`config.mk`:
```
export PLATFORM = sky130hd
export DESIGN_NAME = timed_command_schedule_table_top
export DESIGN_NICKNAME = d
export VERILOG_FILES = /design/src/design/tcst_pkg.sv /design/src/design/timed_command_schedule_table_top.sv /design/src/design/tcst_cell.sv
export SDC_FILE = /design/constraint.sdc
export NUM_CORES = 2
export LEC_CHECK = 0
export ABC_CLOCK_PERIOD_IN_PS = 11290
export BUFFER_PORTS_ARGS = -buffer_cell sky130_fd_sc_hd__buf_2
export CORE_ASPECT_RATIO = 1.4
export CORE_MARGIN = 5
export CORE_UTILIZATION = 55
export CTS_CLUSTER_SIZE = 10
export DETAILED_ROUTE_END_ITERATION = 10
export PLACE_DENSITY_LB_ADDON = 0.05
export SLEW_MARGIN = 20
export SYNTH_ARGS = -nofsm -noshare
export SYNTH_HDL_FRONTEND = slang
export SYNTH_SLANG_ARGS = --single-unit
```
`constraint.sdc`:
```
create_clock -name i_clk -period 11.29 [get_ports i_clk]
set_input_delay 0 -clock i_clk [delete_from_list [all_inputs] [get_ports i_clk]]
set_output_delay 0 -clock i_clk [all_outputs]
set_load 0.05 [all_outputs]
```
`src/design/tcst_pkg.sv`:
```
// Package: shared types, sizes and codes for the timed command schedule table.
package tcst_pkg;

    localparam int DEPTH        = 16;
    localparam int TIME_BITS    = 32;
    localparam int PAYLOAD_BITS = 32;
    localparam int IDX_BITS     = $clog2(DEPTH);
    localparam int CNT_BITS     = $clog2(DEPTH + 1);

    localparam logic [1:0] KIND_ADD    = 2'd0;
    localparam logic [1:0] KIND_CHECK  = 2'd1;
    localparam logic [1:0] KIND_REMOVE = 2'd2;

    localparam logic [1:0] OP_HOLD = 2'd0;
    localparam logic [1:0] OP_INS  = 2'd1;
    localparam logic [1:0] OP_DEL  = 2'd2;

    typedef struct packed {
        logic [1:0]              kind;
        logic [TIME_BITS-1:0]    new_time;
        logic [PAYLOAD_BITS-1:0] new_payload;
        logic [7:0]              id_first;
        logic [7:0]              id_second;
        logic [TIME_BITS-1:0]    now_time;
        logic                    now_valid;
        logic [CNT_BITS-1:0]     first_index;
        logic [CNT_BITS-1:0]     end_index;
    } t_req;

    typedef struct packed {
        logic                    accepted;
        logic                    due;
        logic [TIME_BITS-1:0]    head_time;
        logic [PAYLOAD_BITS-1:0] head_payload;
        logic [CNT_BITS-1:0]     entry_count;
    } t_rsp;

    typedef struct packed {
        logic                    occ;
        logic [TIME_BITS-1:0]    etime;
        logic [PAYLOAD_BITS-1:0] payload;
    } t_entry;

    typedef struct packed {
        logic [1:0]              op;
        logic [TIME_BITS-1:0]    etime;
        logic [PAYLOAD_BITS-1:0] payload;
        logic [IDX_BITS-1:0]     first;
    } t_cell_ctrl;

endpackage

```
`src/design/timed_command_schedule_table_top.sv`:
```
// Top level: request decode, removal sequencer, cell chain and result register.
//
//   channel   signals                                     payload
//   request   i_in_valid / o_in_ready                     i_in_req  (tcst_pkg::t_req)
//   result    o_out_valid / i_out_ready                   o_out_rsp (tcst_pkg::t_rsp)
//
// Add, check, rejected remove and unused kinds go via S_FIN to the result register.
// A valid remove first passes through S_REMOVE, where the cell chain drops one
// slot per cycle and shifts the tail left by one, then goes on to S_FIN.
// Reset empties every slot at once; no clearing pass is needed.
// A result waiting on i_out_ready holds the block after the next command finishes.
module timed_command_schedule_table_top (
    input  logic            i_clk,
    input  logic            i_rst_n,
    input  logic            i_in_valid,
    output logic            o_in_ready,
    input  tcst_pkg::t_req  i_in_req,
    output logic            o_out_valid,
    input  logic            i_out_ready,
    output tcst_pkg::t_rsp  o_out_rsp
);
    import tcst_pkg::*;

    localparam logic [1:0] S_IDLE   = 2'd0;
    localparam logic [1:0] S_REMOVE = 2'd1;
    localparam logic [1:0] S_FIN    = 2'd2;

    logic [1:0]          r_state, n_state;
    logic [CNT_BITS-1:0] r_count, n_count;
    logic [CNT_BITS-1:0] r_left, n_left;
    logic [IDX_BITS-1:0] r_first, n_first;
    logic [TIME_BITS-1:0] r_now, n_now;
    logic                r_acc, n_acc;
    logic                r_out_valid, n_out_valid;
    t_rsp                r_rsp, n_rsp;

    t_cell_ctrl          ctrl;
    t_entry              cell_q [DEPTH];
    logic                cell_le [DEPTH];
    logic [DEPTH-1:0]    occ_vec;

    logic in_fire;
    logic add_ok;
    logic rem_ok;

    assign o_in_ready  = (r_state == S_IDLE);
    assign in_fire     = i_in_valid && o_in_ready;
    assign o_out_valid = r_out_valid;
    assign o_out_rsp   = r_rsp;

    assign add_ok = (i_in_req.id_first != 8'd0) && (i_in_req.id_first == i_in_req.id_second)
                 && (r_count < CNT_BITS'(DEPTH)) && i_in_req.now_valid
                 && (i_in_req.new_time != '0) && (i_in_req.new_time >= i_in_req.now_time);
    assign rem_ok = (i_in_req.first_index < i_in_req.end_index)
                 && (i_in_req.end_index <= r_count);

    always_comb begin
        ctrl.op      = OP_HOLD;
        ctrl.etime   = i_in_req.new_time;
        ctrl.payload = i_in_req.new_payload;
        ctrl.first   = r_first;
        if (in_fire && (i_in_req.kind == KIND_ADD) && add_ok) begin
            ctrl.op = OP_INS;
        end else if (r_state == S_REMOVE) begin
            ctrl.op = OP_DEL;
        end
    end

    genvar g;
    generate
        for (g = 0; g < DEPTH; g++) begin : g_cell
            t_entry left_e;
            t_entry right_e;
            logic   left_le;
            if (g == 0) begin : g_head
                assign left_e  = '0;
                assign left_le = 1'b1;
            end else begin : g_mid
                assign left_e  = cell_q[g-1];
                assign left_le = cell_le[g-1];
            end
            if (g == DEPTH - 1) begin : g_tail
                assign right_e = '0;
            end else begin : g_body
                assign right_e = cell_q[g+1];
            end
            tcst_cell u_cell (
                .i_clk     (i_clk),
                .i_rst_n   (i_rst_n),
                .i_index   (IDX_BITS'(g)),
                .i_ctrl    (ctrl),
                .i_left    (left_e),
                .i_left_le (left_le),
                .i_right   (right_e),
                .o_entry   (cell_q[g]),
                .o_le      (cell_le[g])
            );
            assign occ_vec[g] = cell_q[g].occ;
        end
    endgenerate

    always_comb begin
        n_state     = r_state;
        n_count     = r_count;
        n_left      = r_left;
        n_first     = r_first;
        n_now       = r_now;
        n_acc       = r_acc;
        n_out_valid = r_out_valid && !i_out_ready;
        n_rsp       = r_rsp;
        unique case (r_state)
            S_IDLE: begin
                if (in_fire) begin
                    n_now   = i_in_req.now_time;
                    n_acc   = 1'b0;
                    n_state = S_FIN;
                    if (i_in_req.kind == KIND_ADD && add_ok) begin
                        n_acc   = 1'b1;
                        n_count = r_count + 1'b1;
                    end else if (i_in_req.kind == KIND_REMOVE && rem_ok) begin
                        n_acc   = 1'b1;
                        n_first = i_in_req.first_index[IDX_BITS-1:0];
                        n_left  = i_in_req.end_index - i_in_req.first_index;
                        n_state = S_REMOVE;
                    end
                end
            end
            S_REMOVE: begin
                // drop one slot per cycle at the same index
                n_count = r_count - 1'b1;
                n_left  = r_left - 1'b1;
                if (r_left == CNT_BITS'(1)) begin
                    n_state = S_FIN;
                end
            end
            S_FIN: begin
                if (!r_out_valid || i_out_ready) begin
                    n_out_valid        = 1'b1;
                    n_rsp.accepted     = r_acc;
                    n_rsp.due          = cell_q[0].occ && (cell_q[0].etime <= r_now);
                    n_rsp.head_time    = cell_q[0].etime;
                    n_rsp.head_payload = cell_q[0].payload;
                    n_rsp.entry_count  = r_count;
                    n_state            = S_IDLE;
                end
            end
            default: n_state = S_IDLE;
        endcase
    end

    always_ff @(posedge i_clk) begin
        if (!i_rst_n) begin
            r_state     <= S_IDLE;
            r_count     <= '0;
            r_left      <= '0;
            r_out_valid <= 1'b0;
        end else begin
            r_state     <= n_state;
            r_count     <= n_count;
            r_left      <= n_left;
            r_out_valid <= n_out_valid;
        end
    end

    always_ff @(posedge i_clk) begin
        r_first <= n_first;
        r_now   <= n_now;
        r_acc   <= n_acc;
        r_rsp   <= n_rsp;
    end

    a_count_matches_cells: assert property (@(posedge i_clk) disable iff (!i_rst_n)
        (r_state != S_REMOVE) |-> ($countones(occ_vec) == 32'(r_count)))
        else $error("entry count disagrees with occupied cells");

    a_head_when_nonempty: assert property (@(posedge i_clk) disable iff (!i_rst_n)
        (r_state == S_FIN) |-> (cell_q[0].occ == (r_count != '0)))
        else $error("head cell occupancy disagrees with count");

    a_remove_left_nonzero: assert property (@(posedge i_clk) disable iff (!i_rst_n)
        (r_state == S_REMOVE) |-> (r_left != '0) && (r_count != '0))
        else $error("remove sequencer ran past its range");

    a_no_accept_when_busy: assert property (@(posedge i_clk) disable iff (!i_rst_n)
        (in_fire) |=> (r_state == S_FIN || r_state == S_REMOVE))
        else $error("accepted request did not start execution");

endmodule

```
`src/design/tcst_cell.sv`:
```
// One slot of the sorted table: holds an entry and shifts with its neighbors.
module tcst_cell (
    input  logic                  i_clk,
    input  logic                  i_rst_n,
    input  logic [tcst_pkg::IDX_BITS-1:0] i_index,
    input  tcst_pkg::t_cell_ctrl  i_ctrl,
    input  tcst_pkg::t_entry      i_left,
    input  logic                  i_left_le,
    input  tcst_pkg::t_entry      i_right,
    output tcst_pkg::t_entry      o_entry,
    output logic                  o_le
);
    import tcst_pkg::*;

    t_entry r_entry;
    t_entry n_entry;

    // Entry stays ahead of a new one with equal time, which keeps arrival order.
    assign o_le    = r_entry.occ && (r_entry.etime <= i_ctrl.etime);
    assign o_entry = r_entry;

    always_comb begin
        n_entry = r_entry;
        unique case (i_ctrl.op)
            OP_INS: begin
                if (!o_le) begin
                    if (i_left_le) begin
                        n_entry.occ     = 1'b1;
                        n_entry.etime   = i_ctrl.etime;
                        n_entry.payload = i_ctrl.payload;
                    end else begin
                        n_entry = i_left;
                    end
                end
            end
            OP_DEL: begin
                // close the gap: everything from the removed slot on moves left
                if (i_index >= i_ctrl.first) begin
                    n_entry = i_right;
                end
            end
            default: n_entry = r_entry;
        endcase
    end

    always_ff @(posedge i_clk) begin
        if (!i_rst_n) begin
            r_entry <= '0;
        end else begin
            r_entry <= n_entry;
        end
    end

endmodule

```
==> load_flow_metrics.sql <==
INSERT INTO impl_metrics (metric_group, metric, value, unit) VALUES
('routing', 'route.detailed.vias_per_inst', '6.548', ''),
('grt', 'use_met2', '0.6091', ''),
('worst_setup_path', 'timing.critical_path.arrival', '6.54', 'ns'),
('floorplan', 'floorplan.rows', '156', ''),
('logic_synthesis', 'postSynthNetCount', '9144', ''),
('placed_design', 'placedCellCount', '9716', ''),
('worst_setup_path', 'worstSetupStartpointType', 'input pin', ''),
('floorplan', 'floorplan.core_area', '129200', 'µm²'),
('timing', 'postLayoutSetupSlackWorst', '5.372', 'ns'),
('worst_setup_path', 'worst-endpoint-required', '11.92', 'ns'),
('timing', 'hold_viol', '0', ''),
('power', 'power_switching', '2.339', 'mW'),
('grt', 'pin_count_of_the_biggest_net_entering_global_routing', '248', ''),
('routing', 'ant_nets', '0', ''),
('worst_setup_path', 'ff2ff_path_depth', '12', ''),
('logic_synthesis', 'synth.yosys.seq_area_share', '0.3401', ''),
('logic_synthesis', 'portion_of_synthesized_cell_area_occupied_by_the_leading_cell_type', '0.2948', ''),
('timing', 'final.setup_skew', '0.01991', 'ns'),
('layout', 'syn_to_final_growth', '9.106', '%'),
('logic_synthesis', 'synth_top_cells_by_area', 'sky130_fd_sc_hd__dfxtp_1, sky130_fd_sc_hd__mux2i_1, sky130_fd_sc_hd__ha_1', ''),
('power', 'netSwitchingFraction', '0.2590', ''),
('timing', 'maxSlewHeadroom', '0.1504', ''),
('floorplan', 'fp.dieW', '314.7', 'µm'),
('power', 'power.share.sequential', '0.464', ''),
('worst_setup_path', 'timing.critical_path.from', 'i_in_req[116]', ''),
('grt', 'grt_remaining_overflow', '0', ''),
('timing', 'min_period_over_period', '0.5241', ''),
('logic_synthesis', 'netlist_top_cells_count', 'sky130_fd_sc_hd__nand2_1, sky130_fd_sc_hd__dfxtp_1, sky130_fd_sc_hd__a21oi_1, sky130_fd_sc_hd__mux2i_1, sky130_fd_sc_hd__nor2_1', ''),
('placed_design', 'pre_cts_ws', '5.296', 'ns'),
('clock_tree', 'clk_pin_slew', '0.06', 'ns'),
('grt', 'grt_antenna_before_repair', '10', ''),
('run_status', 'status', 'complete, no violations', ''),
('clock_tree', 'cts-resized-gates', '0', ''),
('routing', 'drt_pre_antenna_iters', '7', ''),
('timing', 'finalWorstPathRequiredPeriod', '5.918', 'ns'),
('grt', 'grt_most_used_layer', 'met2', ''),
('timing', 'tightest_slew', '1.274', 'ns'),
('logic_synthesis', 'yosysUniqueCellTypes', '82', ''),
('logic_synthesis', 'yosys_top_cell_by_area', 'sky130_fd_sc_hd__dfxtp_1', ''),
('flow_run', 'timing.max_cap.violations', '0', ''),
('power', 'vdd_drop_max', '0.0001401', 'V'),
('logic_synthesis', 'synth_async_sr_flop_share', '0', ''),
('grt', 'via_count_of_the_first_global_routing_pass', '63135', ''),
('routing', 'drc', '0', ''),
('layout', 'drive_gt1_frac', '0.07041', ''),
('timing', 'achievable-frequency', '0.1690', 'GHz'),
('power', 'powerDensity', '115.8', 'nW/µm²'),
('worst_setup_path', 'worst-path-max-fanout', '43', ''),
('timing', 'final_count_of_negative_setup_slack_endpoints', '0', ''),
('logic_synthesis', 'synth_seq_cells', '1161', ''),
('floorplan', 'die_h', '436.6', 'µm'),
('layout', 'layoutNonFillerInstCount', '10078', ''),
('routing', 'vias', '65987', ''),
('routing', 'wire_per_inst', '26.07', 'µm'),
('worst_setup_path', 'reg2reg_from', 'g_cell[5].u_cell.o_entry[57]', ''),
('timing', 'rsz0062_at_grt', 'false', ''),
('logic_synthesis', 'synthesis.instances', '8422', ''),
('layout', 'count_of_fill_cells_added_during_filler_insertion', '11545', ''),
('worst_setup_path', 'timing.setup.critical_path_class', 'in -> reg', ''),
('power', 'clockPowerShare', '0.463', ''),
('routing', 'postRouteWirelength', '262.7', 'mm'),
('clock_tree', 'tritoncts_num_sinks', '1161', ''),
('worst_setup_path', 'rr_endpoint', 'g_cell[5].u_cell.o_entry[56]', ''),
('logic_synthesis', 'postSynthAreaPerCell', '8.491', 'µm²'),
('layout', 'sequential_cell_area', '24320', 'µm²'),
('clock_tree', 'cts-root-to-sink-buffers', '3', ''),
('power', 'power_frac_comb', '0.073', ''),
('floorplan', 'die-area', '137400', 'µm²'),
('timing', 'final_total_negative_setup_slack', '0', 'ns'),
('logic_synthesis', 'synth.cell_area', '71510', 'µm²'),
('routing', 'drtIter0Drc', '6522', '');
[final cells by class]
| class | instances | share of cell area |
|---|---|---|
| Tap cell | 1738 | 0.02787 |
| Clock inverter | 16 | 0.003015 |
| Antenna cell | 3 | 0.00009622 |
| Inverter | 154 | 0.007602 |
| Multi-Input combinational cell | 6356 | 0.5575 |
| Timing Repair Buffer | 461 | 0.04412 |
| Sequential cell | 1161 | 0.3118 |
| Clock buffer | 189 | 0.04801 |
[worst max-delay path: stages]
cell                            delay, ns
sky130_fd_sc_hd__dlygate4sd3_1       0.53
sky130_fd_sc_hd__buf_2               0.41
sky130_fd_sc_hd__inv_1               0.55
sky130_fd_sc_hd__ha_1                0.50
sky130_fd_sc_hd__nand4_1             0.24
sky130_fd_sc_hd__nor4_1              0.75
sky130_fd_sc_hd__nand4_1             0.23
sky130_fd_sc_hd__and2_1              0.23
sky130_fd_sc_hd__a22oi_2             0.63
sky130_fd_sc_hd__buf_4               0.69
sky130_fd_sc_hd__buf_4               0.82
sky130_fd_sc_hd__o21ai_4             0.07
sky130_fd_sc_hd__buf_4               0.41
sky130_fd_sc_hd__o211ai_1            0.22
sky130_fd_sc_hd__a21oi_1             0.11
[worst min path at each step]
| stage | end | depth (start not counted) | from |
|---|---|---|---|
| 6_report | r_left[1] | 7 | i_in_req[0] |
| 5_1_grt | r_left[1] | 7 | i_in_req[0] |
| 4_1_cts | r_left[1] | 7 | i_in_req[0] |
| 3_5_place_dp | r_now[6] | 1 | i_in_req[17] |
| 3_3_place_gp | r_now[5] | 1 | i_in_req[16] |
| 2_1_floorplan | r_first[0] | 0 | i_in_req[5] |
[registers in the layout, indices dropped and copies added (netlist names)]
name / cells
g_cell.u_cell.o_entry: 1040
o_out_rsp: 71
o_out_valid: 1
r_acc: 1
r_count: 5
r_first: 4
r_left: 5
r_now: 32
r_state: 2
[layout by cell type, fill, tap and decap left out, types with 12 or more instances in the layout]
cell / n
sky130_fd_sc_hd__dlygate4sd3_1: 153
sky130_fd_sc_hd__a311oi_1: 67
sky130_fd_sc_hd__o2bb2ai_1: 66
sky130_fd_sc_hd__a221oi_1: 13
sky130_fd_sc_hd__nand3_1: 62
sky130_fd_sc_hd__a21o_1: 66
sky130_fd_sc_hd__buf_2: 200
sky130_fd_sc_hd__nand2_1: 1162
sky130_fd_sc_hd__nand4_1: 122
sky130_fd_sc_hd__dfxtp_1: 1053
sky130_fd_sc_hd__clkbuf_1: 42
sky130_fd_sc_hd__o21ai_0: 353
sky130_fd_sc_hd__edfxtp_1: 108
sky130_fd_sc_hd__a211oi_1: 120
sky130_fd_sc_hd__a211o_1: 383
sky130_fd_sc_hd__o21ai_1: 61
sky130_fd_sc_hd__nor2_1: 666
sky130_fd_sc_hd__a21oi_1: 864
sky130_fd_sc_hd__o21a_1: 12
sky130_fd_sc_hd__nor3_1: 128
sky130_fd_sc_hd__a31oi_1: 39
sky130_fd_sc_hd__a31o_2: 61
sky130_fd_sc_hd__ha_1: 591
sky130_fd_sc_hd__buf_4: 98
sky130_fd_sc_hd__inv_1: 151
sky130_fd_sc_hd__clkbuf_16: 139
sky130_fd_sc_hd__nor4_1: 29
sky130_fd_sc_hd__nor2b_1: 35
sky130_fd_sc_hd__a22o_1: 256
sky130_fd_sc_hd__mux2i_1: 862
sky130_fd_sc_hd__o211ai_1: 150
[metrics by stage]
| step | instance area [µm²] | util | power [mW] |
|---|---|---|---|
| 6_report | 78020 | 0.6038 | 9.032 |
| 5_1_grt | 78020 | 0.6038 | 9.283 |
| 4_1_cts | 77990 | 0.6036 | 9.066 |
| 3_5_place_dp | 72480 | 0.5609 | 4.884 |
| 3_3_place_gp | 72460 | 0.5608 | 4.874 |
| 2_1_floorplan | 71510 | - | 4.661 |
[metal layers]
layer  share of wire  routed length [µm]
met1            0.39              101400
met2            0.47              122400
met3           0.068               17840
met4           0.080               20970
met5         0.00018                  48
[repair_timing]
action,in CTS,in global routing
setup buffers,0,0
endpoints found under the hold margin,1028,0
hold buffers,153,0
[cell families after synthesis]
logic type / Yosys count / synth area share
xor gates and xnor gates: 12 / 0.001470
and+or+nand+nor: 2288 / 0.1337
DFF: 1161 / 0.3401
adders and majority gates: 593 / 0.1040
AOI/OAI and AO/OA: 2599 / 0.2434
muxes: 864 / 0.1210
buffers and inverters: 905 / 0.05632
[power by group through the flow]
stage | sequential, mW | combinational (mW) | clock (mW)
final | 4.19 | 0.662 | 4.18
after global routing | 4.19 | 0.708 | 4.39
after CTS | 4.19 | 0.647 | 4.23
after detailed placement | 4.28 | 0.604 | 0
after global placement | 4.28 | 0.595 | 0
after floorplan | 4.31 | 0.346 | 0
Note: power is estimated with default switching activity, not from simulation.
